--- config.mk ---
export PLATFORM = sky130hd
export DESIGN_NAME = gated_running_median_filter_flat
export DESIGN_NICKNAME = d
export VERILOG_FILES = /design/src/rtl/core/rgmf_pkg.sv /design/src/rtl/core/rgmf_in_if.sv /design/src/rtl/core/rgmf_out_if.sv /design/src/rtl/core/rgmf_cfg_if.sv /design/src/rtl/core/rgmf_cell.sv /design/src/rtl/core/rgmf_out_buf.sv /design/src/rtl/core/gated_running_median_filter.sv /design/src/flat_wrapper.sv
export SDC_FILE = /design/constraint.sdc
export NUM_CORES = 1
export LEC_CHECK = 0
export BUFFER_PORTS_ARGS = -buffer_cell sky130_fd_sc_hd__buf_2
export CORE_ASPECT_RATIO = 0.75
export CORE_MARGIN = 2
export CORE_UTILIZATION = 60
export CTS_CLUSTER_DIAMETER = 100
export CTS_CLUSTER_SIZE = 8
export DETAILED_ROUTE_END_ITERATION = 6
export PLACE_DENSITY = 0.81
export SYNTH_ARGS = -nofsm -noshare
export SYNTH_HDL_FRONTEND = slang
export SYNTH_SLANG_ARGS = --single-unit
--- constraint.sdc ---
create_clock -name clk -period 11.25 [get_ports clk]
set_input_delay 2.25 -clock clk [delete_from_list [all_inputs] [get_ports clk]]
set_output_delay 2.25 -clock clk [all_outputs]
set_load 0.02 [all_outputs]
--- src/rtl/core/rgmf_pkg.sv ---
// rgmf_pkg: shared types and constants of the gated running median filter
// no dependencies; imported by the interfaces and every module of the block
`timescale 1ns / 1ps

package rgmf_pkg;

	// reading and register widths
	localparam int unsigned MM_W = 16;
	localparam int unsigned CFG_IDX_W = 2;

	// register indexes on the configuration channel
	localparam logic [CFG_IDX_W-1:0] CFG_MIN_MM = 2'd0;
	localparam logic [CFG_IDX_W-1:0] CFG_MAX_MM = 2'd1;

	// register reset values
	localparam logic [MM_W-1:0] RST_MIN_MM = 16'd30;
	localparam logic [MM_W-1:0] RST_MAX_MM = 16'd2000;

	// status codes
	localparam logic [1:0] STATUS_OK      = 2'd0;
	localparam logic [1:0] STATUS_TIMEOUT = 2'd1;
	localparam logic [1:0] STATUS_RANGE   = 2'd2;

	// sequencer states
	typedef enum logic [1:0] {
		S_IDLE,
		S_LOAD,
		S_STEP,
		S_SEL
	} state_t;

	// strobes from the sequencer to one cell
	typedef struct packed {
		logic wr;
		logic load;
		logic step;
	} cell_ctrl_t;

	// value travelling along the cell ring
	typedef struct packed {
		logic            live;
		logic [MM_W-1:0] value;
	} token_t;

	// one result word
	typedef struct packed {
		logic [MM_W-1:0] filtered_mm;
		logic [1:0]      status;
	} result_t;

endpackage

--- src/rtl/core/rgmf_in_if.sv ---
// rgmf_in_if: input channel carrying one sensor reading word
// depends on rgmf_pkg
`timescale 1ns / 1ps

interface rgmf_in_if import rgmf_pkg::*; ();
	logic            valid;
	logic            ready;
	logic [MM_W-1:0] reading_mm;
	logic            timed_out;

	modport source (output valid, output reading_mm, output timed_out, input ready);
	modport sink (input valid, input reading_mm, input timed_out, output ready);
endinterface

--- src/rtl/core/rgmf_out_if.sv ---
// rgmf_out_if: output channel carrying one filtered result word
// depends on rgmf_pkg
`timescale 1ns / 1ps

interface rgmf_out_if import rgmf_pkg::*; ();
	logic            valid;
	logic            ready;
	logic [MM_W-1:0] filtered_mm;
	logic [1:0]      status;

	modport source (output valid, output filtered_mm, output status, input ready);
	modport sink (input valid, input filtered_mm, input status, output ready);
endinterface

--- src/rtl/core/rgmf_cfg_if.sv ---
// rgmf_cfg_if: register write channel, index plus write data
// depends on rgmf_pkg
`timescale 1ns / 1ps

interface rgmf_cfg_if import rgmf_pkg::*; ();
	logic                 valid;
	logic                 ready;
	logic [CFG_IDX_W-1:0] index;
	logic [MM_W-1:0]      data;

	modport source (output valid, output index, output data, input ready);
	modport sink (input valid, input index, input data, output ready);
endinterface

--- src/rtl/core/rgmf_cell.sv ---
// rgmf_cell: one ring slot; holds a reading and counts how many held readings rank below it
// depends on rgmf_pkg
`timescale 1ns / 1ps

module rgmf_cell import rgmf_pkg::*; #(
	parameter int unsigned IDX = 0,
	parameter int unsigned CW = 3
) (
	input  logic            clk,
	input  logic            arst_n,
	input  cell_ctrl_t      ctrl,
	input  logic            live,
	input  logic [CW-1:0]   step_k,
	input  logic [MM_W-1:0] wr_value,
	input  token_t          tok_in,
	output token_t          tok_out,
	output logic [MM_W-1:0] value,
	output logic [CW-1:0]   rank
);

	logic [MM_W-1:0] value_q;
	logic [MM_W-1:0] tok_value_q;
	logic            tok_live_q;
	logic [CW-1:0]   rank_q;
	logic            tie_wins;
	logic            beats;

	// equal values: the token from a lower slot ranks first; at step k it came from slot IDX-k
	assign tie_wins = (step_k != '0) && (step_k <= CW'(IDX));
	assign beats = tok_live_q &&
		((tok_value_q < value_q) || ((tok_value_q == value_q) && tie_wins));

	// control part of the cell
	always_ff @(posedge clk or negedge arst_n) begin
		if (!arst_n) begin
			tok_live_q <= 1'b0;
			rank_q <= '0;
		end else if (ctrl.load) begin
			tok_live_q <= live;
			rank_q <= '0;
		end else if (ctrl.step) begin
			tok_live_q <= tok_in.live;
			if (beats) begin
				rank_q <= rank_q + CW'(1);
			end
		end
	end

	// stored reading and travelling value
	always_ff @(posedge clk) begin
		if (ctrl.wr) begin
			value_q <= wr_value;
		end
		if (ctrl.load) begin
			tok_value_q <= value_q;
		end else if (ctrl.step) begin
			tok_value_q <= tok_in.value;
		end
	end

	assign tok_out.live = tok_live_q;
	assign tok_out.value = tok_value_q;
	assign value = value_q;
	assign rank = rank_q;

endmodule

--- src/rtl/core/rgmf_out_buf.sv ---
// rgmf_out_buf: output register with one skid entry in front of the result channel
// depends on rgmf_pkg and rgmf_out_if
`timescale 1ns / 1ps

module rgmf_out_buf import rgmf_pkg::*; (
	input  logic              clk,
	input  logic              arst_n,
	input  logic              push,
	input  result_t           push_data,
	output logic              full,
	rgmf_out_if.source        result
);

	logic    out_valid_q;
	logic    skid_valid_q;
	result_t out_q;
	result_t skid_q;
	logic    pop;
	logic    out_free;

	assign pop = out_valid_q && result.ready;
	assign out_free = !out_valid_q || pop;

	// occupancy
	always_ff @(posedge clk or negedge arst_n) begin
		if (!arst_n) begin
			out_valid_q <= 1'b0;
			skid_valid_q <= 1'b0;
		end else if (out_free) begin
			if (skid_valid_q) begin
				out_valid_q <= 1'b1;
				skid_valid_q <= push;
			end else begin
				out_valid_q <= push;
			end
		end else if (push) begin
			skid_valid_q <= 1'b1;
		end
	end

	// payload; the skid entry always drains into the output register first
	always_ff @(posedge clk) begin
		if (out_free) begin
			if (skid_valid_q) begin
				out_q <= skid_q;
			end else if (push) begin
				out_q <= push_data;
			end
		end
		if (push && (!out_free || skid_valid_q)) begin
			skid_q <= push_data;
		end
	end

	assign full = skid_valid_q;
	assign result.valid = out_valid_q;
	assign result.filtered_mm = out_q.filtered_mm;
	assign result.status = out_q.status;

endmodule

--- src/rtl/core/gated_running_median_filter.sv ---
// gated_running_median_filter: range gate, ring of rank-counting cells and result buffer
// depends on rgmf_pkg, the three channel interfaces, rgmf_cell and rgmf_out_buf
`timescale 1ns / 1ps

// channel   dir   word                      moves when
// sample    in    reading_mm, timed_out     sample.valid && sample.ready
// result    out   filtered_mm, status       result.valid && result.ready
// cfg       in    index, data               cfg.valid && cfg.ready (always ready)
//
// a rejected word (timeout or out of range) is pushed into the result buffer in the cycle it is accepted.
// an accepted word passes through write, load, WINDOW ring
// shifts in which every cell compares against every other, then the median select.
// one word is worked on at a time; sample.ready rises again once the sequencer is idle
// and the skid entry is free, so a waiting result does not block the next word.
// reset clears count, slot, last median and registers; ring contents need no clearing.

module gated_running_median_filter import rgmf_pkg::*; #(
	parameter int unsigned WINDOW = 5
) (
	input  logic        clk,
	input  logic        arst_n,
	rgmf_in_if.sink     sample,
	rgmf_out_if.source  result,
	rgmf_cfg_if.sink    cfg
);

	localparam int unsigned CW = $clog2(WINDOW + 1);
	localparam int unsigned IW = (WINDOW > 1) ? $clog2(WINDOW) : 1;

	state_t          state_q;
	state_t          state_d;
	logic [MM_W-1:0] min_mm_q;
	logic [MM_W-1:0] max_mm_q;
	logic [IW-1:0]   slot_q;
	logic [CW-1:0]   count_q;
	logic [CW-1:0]   step_q;
	logic [MM_W-1:0] last_median_q;

	logic            range_bad;
	logic            take_ok;
	logic            load;
	logic            step;
	logic            push;
	result_t         push_data;
	logic            buf_full;
	logic            sample_ready;
	logic [MM_W-1:0] median;

	cell_ctrl_t      ctrl [WINDOW];
	token_t          tok [WINDOW];
	logic [MM_W-1:0] cell_value [WINDOW];
	logic [CW-1:0]   cell_rank [WINDOW];
	logic [WINDOW-1:0] live;
	logic [WINDOW-1:0] match;

	// configuration registers
	assign cfg.ready = 1'b1;
	always_ff @(posedge clk or negedge arst_n) begin
		if (!arst_n) begin
			min_mm_q <= RST_MIN_MM;
			max_mm_q <= RST_MAX_MM;
		end else if (cfg.valid) begin
			if (cfg.index == CFG_MIN_MM) begin
				min_mm_q <= cfg.data;
			end
			if (cfg.index == CFG_MAX_MM) begin
				max_mm_q <= cfg.data;
			end
		end
	end

	// range gate
	assign range_bad = (sample.reading_mm < min_mm_q) || (sample.reading_mm > max_mm_q);

	// sequencer state register
	always_ff @(posedge clk or negedge arst_n) begin
		if (!arst_n) begin
			state_q <= S_IDLE;
		end else begin
			state_q <= state_d;
		end
	end

	// next state and strobes
	always_comb begin
		state_d = state_q;
		sample_ready = 1'b0;
		take_ok = 1'b0;
		load = 1'b0;
		step = 1'b0;
		push = 1'b0;
		push_data.filtered_mm = last_median_q;
		push_data.status = STATUS_OK;
		case (state_q)
			S_IDLE: begin
				sample_ready = !buf_full;
				if (sample.valid && !buf_full) begin
					if (sample.timed_out) begin
						push = 1'b1;
						push_data.status = STATUS_TIMEOUT;
					end else if (range_bad) begin
						push = 1'b1;
						push_data.status = STATUS_RANGE;
					end else begin
						take_ok = 1'b1;
						state_d = S_LOAD;
					end
				end
			end
			S_LOAD: begin
				load = 1'b1;
				state_d = S_STEP;
			end
			S_STEP: begin
				step = 1'b1;
				if (step_q == CW'(WINDOW - 1)) begin
					state_d = S_SEL;
				end
			end
			S_SEL: begin
				push = 1'b1;
				push_data.filtered_mm = median;
				state_d = S_IDLE;
			end
			default: begin
				state_d = S_IDLE;
			end
		endcase
	end

	assign sample.ready = sample_ready;

	// ring slot, fill count, step counter and last median
	always_ff @(posedge clk or negedge arst_n) begin
		if (!arst_n) begin
			slot_q <= '0;
			count_q <= '0;
			step_q <= '0;
			last_median_q <= '0;
		end else begin
			if (take_ok) begin
				if (slot_q == IW'(WINDOW - 1)) begin
					slot_q <= '0;
				end else begin
					slot_q <= slot_q + IW'(1);
				end
				if (count_q != CW'(WINDOW)) begin
					count_q <= count_q + CW'(1);
				end
			end
			if (load) begin
				step_q <= '0;
			end else if (step) begin
				step_q <= step_q + CW'(1);
			end
			if (state_q == S_SEL) begin
				last_median_q <= median;
			end
		end
	end

	// ring of cells, each token moves one cell on per step
	for (genvar i = 0; i < WINDOW; i++) begin : g_cell
		assign live[i] = CW'(i) < count_q;
		assign ctrl[i].wr = take_ok && (slot_q == IW'(i));
		assign ctrl[i].load = load;
		assign ctrl[i].step = step;
		assign match[i] = live[i] && (cell_rank[i] == (count_q >> 1));

		rgmf_cell #(
			.IDX (i),
			.CW  (CW)
		) u_cell (
			.clk      (clk),
			.arst_n   (arst_n),
			.ctrl     (ctrl[i]),
			.live     (live[i]),
			.step_k   (step_q),
			.wr_value (sample.reading_mm),
			.tok_in   (tok[(i + WINDOW - 1) % WINDOW]),
			.tok_out  (tok[i]),
			.value    (cell_value[i]),
			.rank     (cell_rank[i])
		);
	end

	// median pick: the one live cell whose rank is count/2
	always_comb begin
		median = '0;
		for (int i = 0; i < WINDOW; i++) begin
			if (match[i]) begin
				median = median | cell_value[i];
			end
		end
	end

	rgmf_out_buf u_out_buf (
		.clk       (clk),
		.arst_n    (arst_n),
		.push      (push),
		.push_data (push_data),
		.full      (buf_full),
		.result    (result)
	);

	// checks
	a_ok_starts_load: assert property (@(posedge clk) disable iff (!arst_n)
		take_ok |=> state_q == S_LOAD)
		else $error("accepted reading did not start the rank pass");

	a_count_bound: assert property (@(posedge clk) disable iff (!arst_n)
		count_q <= CW'(WINDOW))
		else $error("fill count above window");

	a_sel_has_room: assert property (@(posedge clk) disable iff (!arst_n)
		state_q == S_SEL |-> !buf_full)
		else $error("median ready with result buffer full");

	a_single_median: assert property (@(posedge clk) disable iff (!arst_n)
		state_q == S_SEL |-> $onehot(match))
		else $error("median select not unique");

	a_step_bound: assert property (@(posedge clk) disable iff (!arst_n)
		state_q == S_STEP |-> step_q < CW'(WINDOW))
		else $error("ring step count overran the window");

endmodule
--- src/flat_wrapper.sv ---
// flat-port wrapper written by rule: the top's interface ports become plain ports
module gated_running_median_filter_flat import rgmf_pkg::*;
#(
	parameter int unsigned WINDOW = 5
)
  (clk, arst_n, sample_valid, sample_reading_mm, sample_timed_out, sample_ready, result_valid, result_filtered_mm, result_status, result_ready, cfg_valid, cfg_index, cfg_data, cfg_ready);
  rgmf_in_if sample_i ();
  rgmf_out_if result_i ();
  rgmf_cfg_if cfg_i ();
  input  logic clk;
  input  logic arst_n;
  input wire logic [$bits(sample_i.valid)-1:0] sample_valid;
  input wire logic [$bits(sample_i.reading_mm)-1:0] sample_reading_mm;
  input wire logic [$bits(sample_i.timed_out)-1:0] sample_timed_out;
  output wire logic [$bits(sample_i.ready)-1:0] sample_ready;
  output wire logic [$bits(result_i.valid)-1:0] result_valid;
  output wire logic [$bits(result_i.filtered_mm)-1:0] result_filtered_mm;
  output wire logic [$bits(result_i.status)-1:0] result_status;
  input wire logic [$bits(result_i.ready)-1:0] result_ready;
  input wire logic [$bits(cfg_i.valid)-1:0] cfg_valid;
  input wire logic [$bits(cfg_i.index)-1:0] cfg_index;
  input wire logic [$bits(cfg_i.data)-1:0] cfg_data;
  output wire logic [$bits(cfg_i.ready)-1:0] cfg_ready;
  assign sample_i.valid = sample_valid;
  assign sample_i.reading_mm = sample_reading_mm;
  assign sample_i.timed_out = sample_timed_out;
  assign sample_ready = sample_i.ready;
  assign result_valid = result_i.valid;
  assign result_filtered_mm = result_i.filtered_mm;
  assign result_status = result_i.status;
  assign result_i.ready = result_ready;
  assign cfg_i.valid = cfg_valid;
  assign cfg_i.index = cfg_index;
  assign cfg_i.data = cfg_data;
  assign cfg_ready = cfg_i.ready;
  gated_running_median_filter #(.WINDOW(WINDOW)) u_core (.clk(clk), .arst_n(arst_n), .sample(sample_i), .result(result_i), .cfg(cfg_i));
endmodule
======== Yosys cells after proc, flatten, opt, wreduce, memory -nomap -nowiden ========
Cells that the tools add are included.
operators by class
  bitwise gates (word level) .............. 4
  mux-type cells .......................... 70
  add/subtract/negate cells ............... 8
  $lt $le $gt $ge ......................... 17
  eq/ne operators ......................... 24
  reductions and logical operators ........ 61
  shifts and indexed selects .............. 0
  multiply operators ...................... 0
  divide/modulo/power cells ............... 0
operators with widths
  kind                                                            count
  two-way mux 16 bit                                              16
  less-than comparator 16 bit                                     6
  == test 16 bit                                                  5
  bitwise OR 16 bit                                               4
  two-way mux 3 bit                                               18
  two-way mux 18 bit                                              2
  logical AND 1 bit                                               28
  adder 3 x 1 -> 3 bit, second input constant                     8
  two-way mux 1 bit                                               24
  AND reduction 2 bit                                             9
  greater-than comparator 16 bit                                  1
  two-way mux 2 bit                                               8
  nonzero test 2 bit                                              8
  == test 3 x 2 -> 1 bit                                          5
  logical OR 1 bit                                                8
  one-hot mux 2 bit (4 select lines)                              1
  == test 3 x 2 -> 1 bit, second input constant                   2
  == test 3 bit, second input constant                            2
  less-or-equal comparator 3 x 1 -> 1 bit, second input constant  2
  less-or-equal comparator 3 x 2 -> 1 bit, second input constant  2
  less-than comparator 1 x 3 -> 1 bit, first input constant       2
  less-than comparator 2 x 3 -> 1 bit, first input constant       2
  == test 2 x 1 -> 1 bit, second input constant                   2
  == test 2 bit, second input constant                            2
  other kinds (12)                                                17
storage, ports and cells
  register bits ........................... 277
  memory bits (read-only) ................. 0
  memories ................................ 0
  bits in writable memories ............... 0
  latch bits .............................. 0
  word-level logic and storage cells ...... 217
  output and inout port bits .............. 21

======== Logic depth before layout (Yosys ltp) ========
  depth in word-level cells ............... 14
  depth in mapped cells ................... 10
  mapped depth without buffers ............ 10

======== Modules after synthesis ========
From an unflattened synthesis, not the netlist that was laid out.
second synthesis, totals
  cells, all modules ...................... 1149
  area, all modules ....................... 14556.5 um^2
modules (own cells, without submodules)
  module                               area each (um^2)  cells an instance  times used  sequential area each (um^2)
  gated_running_median_filter          3886.2            411                1           1488.9
  rgmf_cell (u_core.g_cell[2].u_cell)  1921.8            136                1           1061.0
  rgmf_cell (u_core.g_cell[4].u_cell)  1866.8            137                1           1061.0
  rgmf_cell (u_core.g_cell[0].u_cell)  1826.8            138                1           1061.0
  rgmf_cell (u_core.g_cell[3].u_cell)  1813.0            132                1           1061.0
  rgmf_cell (u_core.g_cell[1].u_cell)  1779.2            131                1           1061.0
  rgmf_out_buf                         1462.7            64                 1           1131.1

======== Worst setup path after synthesis ========
No wires, ideal clock.
  path type ............................... input to register
  from .................................... in sample_reading_mm[14]
  to ...................................... reg u_core.g_cell[0].u_cell.value_q[0] (enable)
  setup time .............................. 413 ps
  buffers on the path ..................... 1
  path slack .............................. 5563 ps
  arrival ................................. 5274 ps
  stages .................................. 8
  cells stage by stage .................... ha_1 -> nand4_1 -> or4_1 -> o32a_1 -> a21oi_2 -> o211ai_2 -> buf_2 -> nor3b_1
RTL lines
  what                  RTL line            source
  from (decl)           flat_wrapper.sv:13  input wire logic [$bits(sample_i.reading_mm)-1:0] sample_reading_mm;
  to (signal assigned)  rgmf_cell.sv:52     value_q <= wr_value;
  to (decl)             rgmf_cell.sv:21     logic [MM_W-1:0] value_q;

==> impl_metrics.env <==
export IMPL_status="complete, no violations"
export IMPL_synth_compound_area_share_pct=8.77
export IMPL_routed_wl_met2_um=14300
export IMPL_fin_nets=1407
export IMPL_skew_ns=0.0207
export IMPL_drc_errors=0
export IMPL_track_usage_pct=28.9
export IMPL_dr_pass1_iters=5
export IMPL_endpoint="u_core.g_cell[2].u_cell.value[6]"
export IMPL_cp_depth=9
export IMPL_ys_types=59
export IMPL_m1WireLength_um=14900
export IMPL_rows=48
export IMPL_clock_sinks=277
export IMPL_p_leak_uw=0.00662
export IMPL_cp_slowest_stage_delay_ns=0.54
export IMPL_timing_final_crit_share_pct=41.8
export IMPL_critPathRequiredTime_ns=11.46
export IMPL_holdWs_ns=0.504
export IMPL_path_cells="buf_2 -> ha_1 -> nand4_1 -> or4_1 -> o32a_1 -> a21oi_2 -> o211ai_2 -> nor3b_2 -> buf_4"
export IMPL_p_per_area_mw_per_mm2=285
export IMPL_crit_start="sample_reading_mm[14]"
export IMPL_ant_nets=0
export IMPL_yosysSeqAreaShare_pct=56.4
export IMPL_overflow=0
export IMPL_cp_start_kind="input pin"
export IMPL_critPathCaptureType="flop"
export IMPL_path_clk_slew_ns=0.05
export IMPL_yosys_area_share_simple_pct=8.72
export IMPL_crit_arrival_ns=4.91
export IMPL_drt_vias_per_instance=6.14
export IMPL_synth_mux_area_share_pct=9.50
export IMPL_path_buf_inv=2
export IMPL_synth_ff_type="edfxtp_1"
export IMPL_area_growth_pct=13.6
export IMPL_core_mm2=0.0230
export IMPL_ys_ff_latch=277
export IMPL_grt_pass1_wl_um=53700
export IMPL_crit_fanout=16
export IMPL_grt_start_max_net_pins=65
export IMPL_cts_root_buf="clkbuf_16"
export IMPL_synth_adder_area_share_pct=11.8
export IMPL_syn_area_per_cell_um2=12.2
export IMPL_cts_tree="built"
export IMPL_preCtsSetupSlack_ns=6.03
export IMPL_vdd_drop_max_v=0.000192
export IMPL_min_delay_path_depth=1
export IMPL_met3_length_um=4870
export IMPL_portBuffers=59
export IMPL_hold_viol=0
export IMPL_finalWirelength_um=35100
export IMPL_num_antenna_cells=0
export IMPL_post_cts_resized=0
export IMPL_num_io_pins=61
export IMPL_timing_final_ws_setup_ns=6.55
export IMPL_tightest_slew_ns=0.936
export IMPL_synth_xor_area_share_pct=0.312
export IMPL_synth_top_family_by_area="adder cells"
export IMPL_hpwl_um=24700
export IMPL_dr_first_iter_drc_count=1059
export IMPL_placed_area_mm2=0.0148
export IMPL_slew_headroom_pct=37.1
export IMPL_cts_hold_buf=0
export IMPL_syn_area_mm2=0.0140
export IMPL_ys_top_cells_by_area="edfxtp_1 42%, dfrtp_1 13%, ha_1 12%, mux2_2 9.1%, inv_1 3.5%"
export IMPL_yosysTopAreaCell="edfxtp_1"
export IMPL_path_delay_family="simple AND/OR/NAND/NOR gates"
export IMPL_ff2ff_setup_slack_ns=7.87
export IMPL_r2r_start="u_core.max_mm_q[7]"
export IMPL_period_needed_ns=4.70
export IMPL_grt_antenna_before_repair=0
export IMPL_clk_path_buf_depth=3
export IMPL_worstReg2RegEnd="u_core.u_out_buf.skid_q[15]"
export IMPL_hp_class="reg2reg"
export IMPL_setup_viol=0
export IMPL_die_area_mm2=0.0247
export IMPL_async_flop_share_pct=29.2
export IMPL_timing_setup_tns_ns=0
export IMPL_maxCapViolCount=0
export IMPL_synth_edf_count=196
export IMPL_grt_pass1_vias=9341
export IMPL_routedWlPerCell_um=22.4
export IMPL_synth_fp_nets=1323
export IMPL_syn_inst=1151
export IMPL_post_cts_buffers=0
export IMPL_rsz0062_at_grt="false"
export IMPL_reg2reg_depth=10
export IMPL_dieWidth_um=181
export IMPL_drive_above_1_share_pct=20.5
export IMPL_cpMaxStageDelayCell="or4_1"
export IMPL_synth_top_area_share_pct=41.9
export IMPL_start_util_pct=61.1
export IMPL_cts_htree_levels=2
export IMPL_place_congestion=0.958
export IMPL_insertion_delay_ns=0.54
export IMPL_vias=9619
export IMPL_synth_common_cells="196 x edfxtp_1, 132 x ha_1, 130 x inv_1, 119 x nand2_1, 114 x mux2_2"
export IMPL_clock_fmax_ghz=0.213
export IMPL_die_h_um=137
export IMPL_synth_warnings=0
export IMPL_cts_buffers=40
export IMPL_top_layer_used="met4"
export IMPL_yosysMostFrequentCell="edfxtp_1"
export IMPL_slew_viol_final=0
export IMPL_fin_area_mm2=0.0160
export IMPL_worstSetupPathType="in2reg"
## placed cells by master (no fill, tap or decap), types with 7 or more instances in the layout
| cell | instances |
|---|---|
| mux2_2 | 114 |
| edfxtp_1 | 196 |
| inv_1 | 130 |
| clkbuf_16 | 40 |
| buf_2 | 58 |
| nand3_1 | 15 |
| a31oi_1 | 20 |
| nor2_1 | 44 |
| ha_1 | 130 |
| nor2b_1 | 10 |
| nor3_1 | 8 |
| o21ai_0 | 47 |
| buf_4 | 18 |
| dfstp_2 | 10 |
| dfrtp_1 | 71 |
| nand2b_1 | 7 |
| o211ai_1 | 7 |
| a21oi_1 | 51 |
| nand2_1 | 119 |
| a221oi_1 | 19 |
| a21o_1 | 14 |
| nand4_1 | 16 |
| clkbuf_1 | 29 |
## worst min path at each step
stage / from / end / slack, ns
6_report: u_core.g_cell[4].u_cell.rank[2] / u_core.g_cell[4].u_cell.rank[2] / 0.50
5_1_grt: u_core.u_out_buf.skid_q[0] / u_core.u_out_buf.result.status[0] / 0.54
4_1_cts: u_core.g_cell[4].u_cell.rank[2] / u_core.g_cell[4].u_cell.rank[2] / 0.51
3_5_place_dp: u_core.g_cell[4].u_cell.rank[2] / u_core.g_cell[4].u_cell.rank[2] / 0.50
3_3_place_gp: u_core.max_mm_q[14] / u_core.max_mm_q[14] / 0.49
2_1_floorplan: u_core.g_cell[4].u_cell.rank[2] / u_core.g_cell[4].u_cell.rank[2] / 0.45
## kinds of logic after synthesis
group                      after synthesis
muxes                                  119
adders and majority gates              132
AOI/OAI and AO/OA                      193
DFF                                    277
other                                    1
xor gates and xnor gates                 5
buffers and inverters                  165
and+or+nand+nor                        259
## worst register-to-register path: cells and delay by family, from the launching register on
kind                     cells  cell delay [ns]
flip-flops                   1             0.54
buffers and inverters        2             0.32
AO/OA/AOI/OAI                5             1.64
AND/OR/NAND/NOR              2             0.26
adder cells (fa/ha/maj)      1             0.31
## registers in the layout, indices dropped and copies added, names as in the netlist, 3 cells and up
name / cells
u_core.g_cell.u_cell.tok_live_q: 5
u_core.count_q: 3
u_core.u_out_buf.skid_q: 18
u_core.max_mm_q: 16
u_core.last_median_q: 16
u_core.slot_q: 3
u_core.min_mm_q: 16
u_core.u_out_buf.result.filtered_mm: 16
u_core.g_cell.u_cell.rank: 15
u_core.step_q: 3
u_core.g_cell.u_cell.value: 80
u_core.g_cell.u_cell.tok_value_q: 80
## final cells by class
cell class / count / area, µm²
clock buffers: 69 / 1110
inverters: 131 / 492
flip-flops and latches: 277 / 7930
well taps: 300 / 375
fillers: 1574 / 7050
multi-input cells: 709 / 5550
clock inverters: 4 / 75.1
repair buffers: 76 / 425
## stage by stage
step                      utilization (%)  power [µW]  cells
after floorplan                         -        2860   1151
after global placement               64.2        3310   1493
after detailed placement             64.2        3380   1493
after CTS                            69.3        4530   1566
after global routing                 69.3        4780   1566
final                                69.3        4550   1566
## metal layers
metal	track usage, %	up-vias
met5	0	-
met4	9.86	0
met3	9.71	77
met2	40.7	555
met1	42.1	4629
li1	-	4358
## power by group
group          total (µW)  switching, µW  internal (µW)
Combinational        1600            961            642
Sequential           1820            233           1590
Clock                1130            453            675
Total                4550           1650           2910
Note: power is estimated with default switching activity, not from simulation.
